===== src/sv/mfd_pkg.sv =====
package mfd_pkg;

  localparam int SAMPLE_W  = 16;
  localparam int GAIN_W    = 16;
  localparam int MAX_DELAY = 32768;
  localparam int ADDR_W    = $clog2(MAX_DELAY);
  localparam int LEN_W     = ADDR_W + 1;
  localparam int Q_SHIFT   = 15;
  localparam int UNITY_Q15 = 32768;
  localparam int PADDR_W   = 5;
  localparam int PDATA_W   = 32;

  // Register word index (byte address / 4)
  localparam logic [2:0] REG_ENABLE   = 3'd0;
  localparam logic [2:0] REG_MODE     = 3'd1;
  localparam logic [2:0] REG_DELAY    = 3'd2;
  localparam logic [2:0] REG_FEEDBACK = 3'd3;
  localparam logic [2:0] REG_PRESCALE = 3'd4;

  typedef enum logic [1:0] {
    MODE_ECHO   = 2'd0,
    MODE_DELAY  = 2'd1,
    MODE_REVERB = 2'd2,
    MODE_LATE   = 2'd3
  } mode_t;

  typedef enum logic [1:0] {
    ST_IDLE,
    ST_MUL,
    ST_WB
  } state_t;

  typedef struct packed {
    logic                enable;
    mode_t               mode;
    logic [LEN_W-1:0]    delay_samples;
    logic [GAIN_W-1:0]   feedback_gain;
    logic [GAIN_W-1:0]   input_prescale;
  } cfg_t;

  function automatic logic signed [SAMPLE_W-1:0] sat_sample(input logic signed [17:0] v);
    logic signed [17:0] hi;
    logic signed [17:0] lo;
    hi = 18'sd32767;
    lo = -18'sd32768;
    if (v > hi) begin
      return SAMPLE_W'(hi);
    end else if (v < lo) begin
      return SAMPLE_W'(lo);
    end
    return SAMPLE_W'(v);
  endfunction

  function automatic logic [GAIN_W-1:0] clamp_gain(input logic [GAIN_W-1:0] v);
    return (v > GAIN_W'(UNITY_Q15)) ? GAIN_W'(UNITY_Q15) : v;
  endfunction

endpackage


===== src/sv/mfd_regs.sv =====
module mfd_regs (
  input  logic                        clk,
  input  logic                        rst,
  input  logic                        psel,
  input  logic                        penable,
  input  logic                        pwrite,
  input  logic [mfd_pkg::PADDR_W-1:0] paddr,
  input  logic [mfd_pkg::PDATA_W-1:0] pwdata,
  output logic [mfd_pkg::PDATA_W-1:0] prdata,
  output logic                        pready,
  output mfd_pkg::cfg_t               cfg,
  output logic                        line_clear
);
  import mfd_pkg::*;

  logic             wr_en;
  logic [2:0]       idx;
  logic [LEN_W-1:0] len_wr;

  assign pready = 1'b1;
  assign idx    = paddr[PADDR_W-1:2];
  assign wr_en  = psel && penable && pwrite;

  assign line_clear = wr_en && (idx == REG_DELAY);

  // zero acts as one, above the ring size saturates
  always_comb begin
    len_wr = LEN_W'(pwdata[15:0]);
    if (pwdata[15:0] == 16'd0) begin
      len_wr = LEN_W'(1);
    end else if (pwdata[15:0] > 16'(MAX_DELAY)) begin
      len_wr = LEN_W'(MAX_DELAY);
    end
  end

  always_ff @(posedge clk) begin
    if (rst) begin
      cfg.enable         <= 1'b0;
      cfg.mode           <= MODE_ECHO;
      cfg.delay_samples  <= LEN_W'(1);
      cfg.feedback_gain  <= '0;
      cfg.input_prescale <= GAIN_W'(UNITY_Q15);
    end else if (wr_en) begin
      unique case (idx)
        REG_ENABLE:   cfg.enable         <= pwdata[0];
        REG_MODE:     cfg.mode           <= mode_t'(pwdata[1:0]);
        REG_DELAY:    cfg.delay_samples  <= len_wr;
        REG_FEEDBACK: cfg.feedback_gain  <= clamp_gain(pwdata[GAIN_W-1:0]);
        REG_PRESCALE: cfg.input_prescale <= clamp_gain(pwdata[GAIN_W-1:0]);
        default: ;
      endcase
    end
  end

  always_comb begin
    unique case (idx)
      REG_ENABLE:   prdata = PDATA_W'(cfg.enable);
      REG_MODE:     prdata = PDATA_W'(cfg.mode);
      REG_DELAY:    prdata = PDATA_W'(cfg.delay_samples);
      REG_FEEDBACK: prdata = PDATA_W'(cfg.feedback_gain);
      REG_PRESCALE: prdata = PDATA_W'(cfg.input_prescale);
      default:      prdata = '0;
    endcase
  end

endmodule


===== config.mk =====
export PLATFORM = sky130hd
export DESIGN_NAME = mfd_regs
export DESIGN_NICKNAME = d
export VERILOG_FILES = /design/src/sv/mfd_pkg.sv /design/src/sv/mfd_regs.sv
export SDC_FILE = /design/constraint.sdc
export NUM_CORES = 1
export LEC_CHECK = 0
export BUFFER_PORTS_ARGS = -buffer_cell sky130_fd_sc_hd__buf_2
export CELL_PAD_IN_SITES_DETAIL_PLACEMENT = 1
export CELL_PAD_IN_SITES_GLOBAL_PLACEMENT = 2
export CORE_ASPECT_RATIO = 1.1
export CORE_MARGIN = 4
export CORE_UTILIZATION = 28
export DETAILED_ROUTE_END_ITERATION = 8
export MAX_ROUTING_LAYER = met4
export PLACE_DENSITY_LB_ADDON = 0.1
export SYNTH_ARGS = -nofsm -noshare
export SYNTH_HDL_FRONTEND = slang
export SYNTH_SLANG_ARGS = --single-unit
export TNS_END_PERCENT = 100

===== constraint.sdc =====
create_clock -name clk -period 3.7 [get_ports clk]
set_input_delay 1.11 -clock clk [delete_from_list [all_inputs] [get_ports clk]]
set_output_delay 1.11 -clock clk [all_outputs]
set_load 0.02 [all_outputs]

==> flow_summary.json, run 1 <==
{
  "status": "complete, no violations",
  "numCtsBuffers": 5,
  "io_buffers": 91,
  "end_kind": "output port",
  "firstDrtPassIters": 4,
  "dp_slack_ps": 65.5,
  "cts_tree": "done",
  "insertion_delay_ps": 310,
  "grt_max_degree": 52,
  "critPathArrivalTime_ps": 2220,
  "r2r_slack_ps": 2810,
  "num_rows": 37,
  "fmax_ghz": 0.300,
  "vias_per_cell": 5.18,
  "placedCellCount": 505,
  "path_cells": "buf_2 -> buf_4 -> buf_4 -> mux2i_1 -> o2bb2ai_1 -> buf_2",
  "clock-sinks": 51,
  "dp_hpwl_microns": 6570,
  "area_growth_pct": 18.3,
  "startpoint_type": "input port",
  "largest_register_ffs": 51,
  "seq_area_frac_synth_pct": 37.3,
  "ys_types": 34,
  "clockPowerShare_pct": 33.3,
  "yosysWarnings": 0,
  "max_slew_margin_pct": 32.1,
  "clk_pin_slew_ps": 100,
  "seqPwrFrac_pct": 53.2,
  "post-route-min-period_ps": 3330,
  "drive_above_1_share_pct": 29.3,
  "wire_per_inst_microns": 19.3,
  "io_pins": 127,
  "num_vias": 2659,
  "reg_top3": "cfg x51",
  "antenna_found_initial": 0,
  "instances_no_fill": 513,
  "setup_viol": 0,
  "final_cell_mix": "91 x buf_2, 51 x dfxtp_1, 49 x a21oi_1, 47 x o21ai_0, 40 x nand3_1",
  "drc": 0,
  "grt_pass1_vias": 2662,
  "postLayoutCoreUtil_pct": 34.3,
  "crit_fanout": 13,
  "pwr-share-comb_pct": 13.5,
  "cts_root_buffer": "clkbuf_8",
  "fin_nets": 437,
  "start_util_pct": 29.0,
  "postCtsSetupBuffers": 0,
  "grt_first_pass_wirelength_microns": 15200,
  "grt_overflow": 0,
  "syn_area_sq_um": 2740,
  "ys_seq_elements": 51,
  "rsz0062_at_grt": "no",
  "wl_microns": 9880,
  "grt_util_all_layers_pct": 17.5,
  "dieArea_sq_um": 11400,
  "ant_nets": 0,
  "layout_commonest_cell": "buf_2",
  "drv_slew": 0,
  "hold_viol": 0,
  "tns_ps": 0,
  "netSwitchingPower_uw": 317,
  "core_area_sq_um": 9440,
  "fill_cells": 1177,
  "ir_drop_mv": 0.142,
  "die_height_microns": 112,
  "netlist_instances": 322,
  "post-route-period-util_pct": 90.0,
  "worst_slack_ps": 369,
  "p_int_uw": 723,
  "required_ps": 2590,
  "hold_path.class": "flip-flop to flip-flop",
  "regMostFlops": "cfg",
  "cts_max_path_buffers": 2,
  "finalPower_uw": 1040,
  "cts.htree.levels": 2,
  "synth.avg_cell_area_sq_um": 8.51,
  "path_buf_inv": 4,
  "leakage_uw": 0.00134,
  "cp_top_family": "buffers and inverters",
  "max_stage_delay_ps": 290,
  "fp.dieW_microns": 102,
  "n_antenna_cell": 0,
  "drt_iter0_markers": 64,
  "finClkSkew_ps": 0,
  "crit_type": "input port to output port",
  "routabilityCongestion": 0.740,
  "cap_violations": 0,
  "p_sw_share_pct": 30.5,
  "critPathSlowestCell": "buf_4",
  "power_density_nw_per_um2": 321,
  "worst_slew_pin_slew_ps": 1020
}
==> synth_stat cells <==
master	count	area share [%]
mux2i_1	17	6.2
mux2_2	1	0.41
nor2_1	1	0.14
nand4_4	1	0.78
and2b_1	2	0.55
buf_6	7	2.9
nor3_1	2	0.37
a41o_1	1	0.37
buf_2	2	0.37
nand2_1	1	0.14
conb_1	2	0.27
nand2b_4	1	0.50
a311o_1	1	0.37
buf_4	27	7.4
a21oi_1	49	8.9
dfxtp_1	51	37
a221o_1	1	0.37
nor2b_1	12	2.7
a21boi_1	1	0.27
nand3_1	40	7.3
o21a_1	1	0.27
o2bb2ai_1	16	5.1
nand2b_1	1	0.23
clkbuf_1	15	2.1
and4b_1	1	0.37
nand4b_1	10	3.2
nand2_2	1	0.23
nor2_2	1	0.23
o31ai_1	3	0.82
buf_1	1	0.14
o21ai_0	47	8.6
inv_1	1	0.14
nor4_1	3	0.69
and4_1	1	0.32
==> stage by stage <==
step | instance area [sq um] | hold slack (ps)
3_5_place_dp | 3150 | 482
5_1_grt | 3240 | 516
6_report | 3240 | 497
2_1_floorplan | 2800 | 560
4_1_cts | 3240 | 496
3_3_place_gp | 3150 | 479
==> final timing paths <==
| kind | from | to | depth (start not counted) |
|---|---|---|---|
| worst max-delay path | paddr[2] | prdata[8] | 6 |
| worst min-delay path | cfg[40] | cfg[40] | 2 |
| worst max register to register | cfg[15] | cfg[15] | 2 |
| worst min register to register | cfg[40] | cfg[40] | 2 |
==> power by group through the flow <==
stage	clock (uW)	combinational [uW]	sequential, uW
floorplan	0	104	569
global placement	0	141	566
detailed placement	0	141	566
CTS	356	141	553
global route	374	153	554
finish	346	141	553
==> kinds of logic after synthesis <==
kind of cell	after synthesis	synth area share, %
AND/OR/NAND/NOR	78	17.8
AO/OA/AOI/OAI	120	25.1
flip-flops	51	37.3
multiplexers	18	6.62
buffers and inverters	53	13.0
other	2	0.274
==> worst register-to-register path, delay by kind of cell (launching register included) <==
kind,cells,cell delay (ps)
AOI/OAI and AO/OA,2,450
DFF,1,340
==> cell type report <==
class | count | area, sq um | area share (%)
Multi-Input combinational cell | 233 | 1430 | 44.0
Sequential cell | 51 | 1020 | 31.5
Timing Repair Buffer | 103 | 558 | 17.2
Tap cell | 117 | 146 | 4.52
Clock buffer | 5 | 68.8 | 2.12
Clock inverter | 3 | 18.8 | 0.579
Inverter | 1 | 3.75 | 0.116
==> layer usage <==
layer | vias up | track usage, % | routed length, microns
met5 | - | - | 0
met4 | 0 | 3.32 | 72
met3 | 5 | 2.19 | 406
met2 | 68 | 28.0 | 4730
met1 | 1294 | 23.9 | 4670
li1 | 1292 | - | -
==> what timing repair did <==
item,CTS,global route
hold buffers,0,0
setup endpoints to repair,0,1
gates resized for setup,0,1
Note: power is estimated with default switching activity, not from simulation.
==> inputs of run 2 (changes only) <==
- CORE_MARGIN: 4 -> 5
- CORE_UTILIZATION: 28 -> 26
- clock period: 3.7 -> 3.58 ns (I/O delays scaled with it)
==> run 2 against run 1 <==
Against the previous run:
- largest power group unchanged
- clock skew stayed put
- register-to-register slack worse by 130 ps
- clock power is 65% higher
- combinational power hardly changed
- routed wire length is 0.37% higher
- non-clock buffer count is 1 lower
- sequential share of layout area is 1.0 points lower
- first-iteration DRC count is 22% higher
- worst setup slack worse by 240 ps
- flip-flop and latch count stayed put
==> flow_summary.json, run 2 (synthesis gave the netlist of run 1 again) <==
{
  "status": "complete, no violations",
  "worst_slack_ps": 125,
  "critPathSlowestCell": "nor2_2",
  "num_rows": 39,
  "firstDrtPassIters": 4,
  "fmax_ghz": 0.289,
  "wire_per_inst_microns": 18.4,
  "post-route-min-period_ps": 3460,
  "crit_fanout": 15,
  "vias_per_cell": 4.96,
  "drv_slew": 0,
  "leakage_uw": 0.00138,
  "die_height_microns": 118,
  "hold_viol": 0,
  "core_area_sq_um": 10300,
  "ctsHoldBuffers": 0,
  "cap_violations": 0,
  "rsz0062_at_grt": "no",
  "routabilityCongestion": 0.706,
  "drt_iter0_markers": 78,
  "grt_first_pass_wirelength_microns": 15400,
  "layout_commonest_cell": "buf_2",
  "max_stage_delay_ps": 700,
  "start_util_pct": 26.5,
  "max_slew_margin_pct": 31.9,
  "cp_common_cell": "buf_2",
  "fp.dieW_microns": 108,
  "crit_type": "input port to output port",
  "numCtsBuffers": 5,
  "grt_util_all_layers_pct": 15.8,
  "cts.htree.levels": 2,
  "largest_register_ffs": 51,
  "antenna_found_initial": 0,
  "required_ps": 2510,
  "grt_max_degree": 52,
  "hold_path.class": "flip-flop to flip-flop",
  "power_density_nw_per_um2": 384,
  "r2r_cells": 2,
  "startpoint_type": "input port",
  "critPathArrivalTime_ps": 2380,
  "tns_ps": 0,
  "cts_root_buffer": "clkbuf_16",
  "reg_top3": "cfg x51",
  "post-route-period-util_pct": 96.5,
  "worst_slew_pin_slew_ps": 1020,
  "drc": 0,
  "clock-sinks": 51,
  "insertion_delay_ps": 290,
  "grt_pass1_vias": 2781,
  "regMostFlops": "cfg",
  "n_antenna_cell": 0,
  "grt_overflow": 0,
  "wl_microns": 9920,
  "postCtsSetupBuffers": 0,
  "fin_nets": 436,
  "dieArea_sq_um": 12700,
  "num_vias": 2671,
  "drive_above_1_share_pct": 29.1,
  "setup_viol": 0,
  "cts.repair.resized": 0,
  "area_growth_pct": 22.2,
  "ir_drop_mv": 0.177,
  "end_kind": "output port",
  "finClkSkew_ps": 0,
  "clk_pin_slew_ps": 70,
  "hold_path_depth": 2,
  "dp_hpwl_microns": 6590,
  "io_pins": 127,
  "ant_nets": 0,
  "final_cell_mix": "91 x buf_2, 51 x dfxtp_1, 49 x a21oi_1, 47 x o21ai_0, 40 x nand3_1",
  "io_buffers": 91,
  "cts_max_path_buffers": 2,
  "path_cells": "buf_2 -> nand2b_4 -> nor2_2 -> o2bb2ai_1 -> buf_2",
  "dp_slack_ps": 71.6,
  "cts_tree": "done"
}
[run 2: critical path: cells and delay by family]
| kind | cells | cell delay [ps] |
|---|---|---|
| AO/OA/AOI/OAI | 1 | 180 |
| buffers and inverters | 2 | 280 |
| AND/OR/NAND/NOR | 2 | 840 |
[run 2: final cells by class]
class                      count  area, sq um
fill                        1307         7000
multi-input combinational    233         1420
tap                          143          179
timing repair buffer         102          551
clock buffer                   6          139
sequential                    51         1020
inverter                       1         3.75
clock inverter                 2         35.0
[run 2: per-stage QoR]
step	util, %	instance area (sq um)	hold slack [ps]	power [uW]	std cells
3_5_place_dp	30.7	3170	487	730	530
5_1_grt	32.4	3350	514	1330	538
2_1_floorplan	-	2800	560	695	337
4_1_cts	32.4	3350	497	1300	538
3_3_place_gp	30.7	3170	481	730	530
6_report	32.4	3350	494	1290	538
[run 2: final timing paths]
kind | from | endpoint | slack, ps
max reg2reg | cfg[15] | cfg[15] | 2680
min | cfg[41] | cfg[41] | 490
min reg2reg | cfg[41] | cfg[41] | 490
max | paddr[3] | prdata[3] | 120
[run 2: routing by layer]
layer | vias up | track usage, % | wire length, microns
met4 | 0 | 4.03 | 74
met5 | - | - | 0
li1 | 1292 | - | -
met3 | 6 | 2.80 | 488
met2 | 74 | 26.5 | 4870
met1 | 1299 | 19.6 | 4480
[run 2: power breakdown]
group	switching [uW]	leakage (uW)	total, uW	internal [uW]
Clock	224	0.0000868	572	348
Sequential	2.10	0.000411	572	570
Combinational	105	0.000879	143	38.3
==> inputs of run 3 (changes only) <==
- CORE_UTILIZATION: 26 -> 28
- SLEW_MARGIN: default -> 20
- clock period: 3.58 -> 4.3 ns (I/O delays scaled with it)
==> run 3 against run 2 <==
Against the previous run:
- flip-flop and latch count is the same
- clock-buffer cell count is the same
- routed wire length grew 1.5%
- critical path depth is the same
- die area shrank 6.5%
- clock power shrank 50%
- utilization grew 1.7 points
- worst setup slack gained 250 ps
- largest power group unchanged
==> flow_summary.json, run 3 (synthesis gave the netlist of run 1 again) <==
{
  "status": "complete, no violations",
  "drc": 0,
  "fin_area_sq_um": 3220,
  "start_util_pct": 29.0,
  "hold_viol": 0,
  "startpoint_type": "input port",
  "dieArea_sq_um": 11900,
  "layout_commonest_cell": "buf_2",
  "routabilityCongestion": 0.746,
  "numCtsBuffers": 5,
  "crit_fanout": 15,
  "insertion_delay_ps": 300,
  "ant_nets": 0,
  "min_to": "cfg[40]",
  "ir_drop_mv": 0.122,
  "critPathSlowestCell": "nor2_2",
  "rsz0062_at_grt": "no",
  "dpl_cell_area_sq_um": 3140,
  "hold_path.startpoint": "cfg[40]",
  "drv_slew": 0,
  "dp_hpwl_microns": 6580,
  "cts_root_buffer": "clkbuf_8",
  "cp_common_cell": "buf_2",
  "max_stage_delay_ps": 710,
  "placedCellCount": 505,
  "cts_tree": "done",
  "crit_type": "input port to output port",
  "postCtsSetupBuffers": 0,
  "post-route-min-period_ps": 3930,
  "leakage_uw": 0.00133,
  "worst_slew_pin_slew_ps": 1010,
  "largest_register_ffs": 51,
  "path_buf_inv": 2,
  "wire_per_inst_microns": 19.6,
  "post-route-period-util_pct": 91.3,
  "cts_max_path_buffers": 2,
  "r2r_slack_ps": 3390,
  "vias_per_cell": 5.26,
  "clk_pin_slew_ps": 100,
  "max_slew_margin_pct": 32.6,
  "cts.repair.resized": 0,
  "r2r-end": "cfg[15]",
  "setup_viol": 0,
  "grt_pass1_vias": 2704,
  "grt_overflow": 0,
  "reg_top3": "cfg x51",
  "antenna_found_initial": 0,
  "num_vias": 2700,
  "cap_violations": 0,
  "reg2reg_from": "cfg[15]",
  "path_cells": "buf_2 -> nand2b_4 -> nor2_2 -> o2bb2ai_1 -> buf_2",
  "final_cell_mix": "91 x buf_2, 51 x dfxtp_1, 49 x a21oi_1, 47 x o21ai_0, 40 x nand3_1",
  "regMostFlops": "cfg",
  "hold_ws_ps": 494,
  "num_rows": 37,
  "cts.htree.levels": 2,
  "area_growth_pct": 17.6,
  "ctsHoldBuffers": 0,
  "critPathArrivalTime_ps": 2640,
  "grt_util_all_layers_pct": 16.9,
  "cp_top_family": "simple AND/OR/NAND/NOR gates",
  "wl_microns": 10100,
  "grt_max_degree": 52,
  "fill_cells": 1171,
  "n_antenna_cell": 0,
  "clock-sinks": 51,
  "io_pins": 127,
  "io_buffers": 91,
  "finClkSkew_ps": 0,
  "instances_no_fill": 513,
  "end_kind": "output port",
  "core_area_sq_um": 9440,
  "tns_ps": 0,
  "hold_path.class": "flip-flop to flip-flop",
  "fmax_ghz": 0.255,
  "hold_path_depth": 2,
  "fin_nets": 437,
  "fp.dieW_microns": 104,
  "r2r_cells": 2,
  "die_height_microns": 114,
  "power_density_nw_per_um2": 273,
  "required_ps": 3010,
  "firstDrtPassIters": 4,
  "drive_above_1_share_pct": 29.0,
  "grt_first_pass_wirelength_microns": 15700,
  "drt_iter0_markers": 68
}
==> run 3: cell types whose count changed in the layout (fill, tap and decap cells not counted), sizes merged <==
| cell | previous run | this run |
|---|---|---|
| buf | 102 | 103 |
| bufinv | 1 | 0 |
| clkinvlp | 0 | 1 |
==> run 3: power breakdown <==
part           total, uW  leakage (uW)  internal (uW)  switching, uW
logic                120      0.000877           31.3           88.9
registers            476      0.000411            474           1.74
clock network        284     0.0000412            114            170
total                880       0.00133            620            260
==> run 3: worst reg2reg max path: cells and delay by family (launching register included) <==
family | cells | cell delay (ps)
DFF | 1 | 350
AOI/OAI and AO/OA | 2 | 460
==> run 3: per-stage QoR <==
step / util [%] / total power, uW / worst slack [ps]
floorplan: - / 579 / 840
global placement: 33.2 / 607 / 297
detailed placement: 33.2 / 608 / 310
CTS: 34.1 / 893 / 312
global route: 34.1 / 922 / 247
finish: 34.1 / 880 / 374
==> run 3: layout make-up <==
type | count | area (sq um) | share of cell area [%]
clock inverter | 2 | 12.5 | 0.388
clock buffer | 6 | 72.6 | 2.25
tap | 117 | 146 | 4.54
inverter | 1 | 3.75 | 0.117
multi-input combinational | 233 | 1420 | 44.1
sequential | 51 | 1020 | 31.7
timing repair buffer | 103 | 546 | 16.9
==> run 3: worst max-delay path by stage <==
stage                            to     start  depth (start not counted)  slack (ps)
after global placement    prdata[5]  paddr[3]                          5         300
after global routing      prdata[5]  paddr[3]                          5         250
after CTS                 prdata[5]  paddr[3]                          5         310
after floorplan           prdata[1]  paddr[2]                          3         840
final                     prdata[5]  paddr[3]                          5         370
after detailed placement  prdata[5]  paddr[3]                          5         310
==> run 3: metal layers <==
metal | vias up | share of wire (%) | global-route usage, %
met3 | 8 | 4.4 | 2.72
li1 | 1283 | - | -
met4 | 0 | 0.94 | 3.63
met1 | 1327 | 47 | 22.4
met5 | - | 0 | -
met2 | 82 | 48 | 27.4
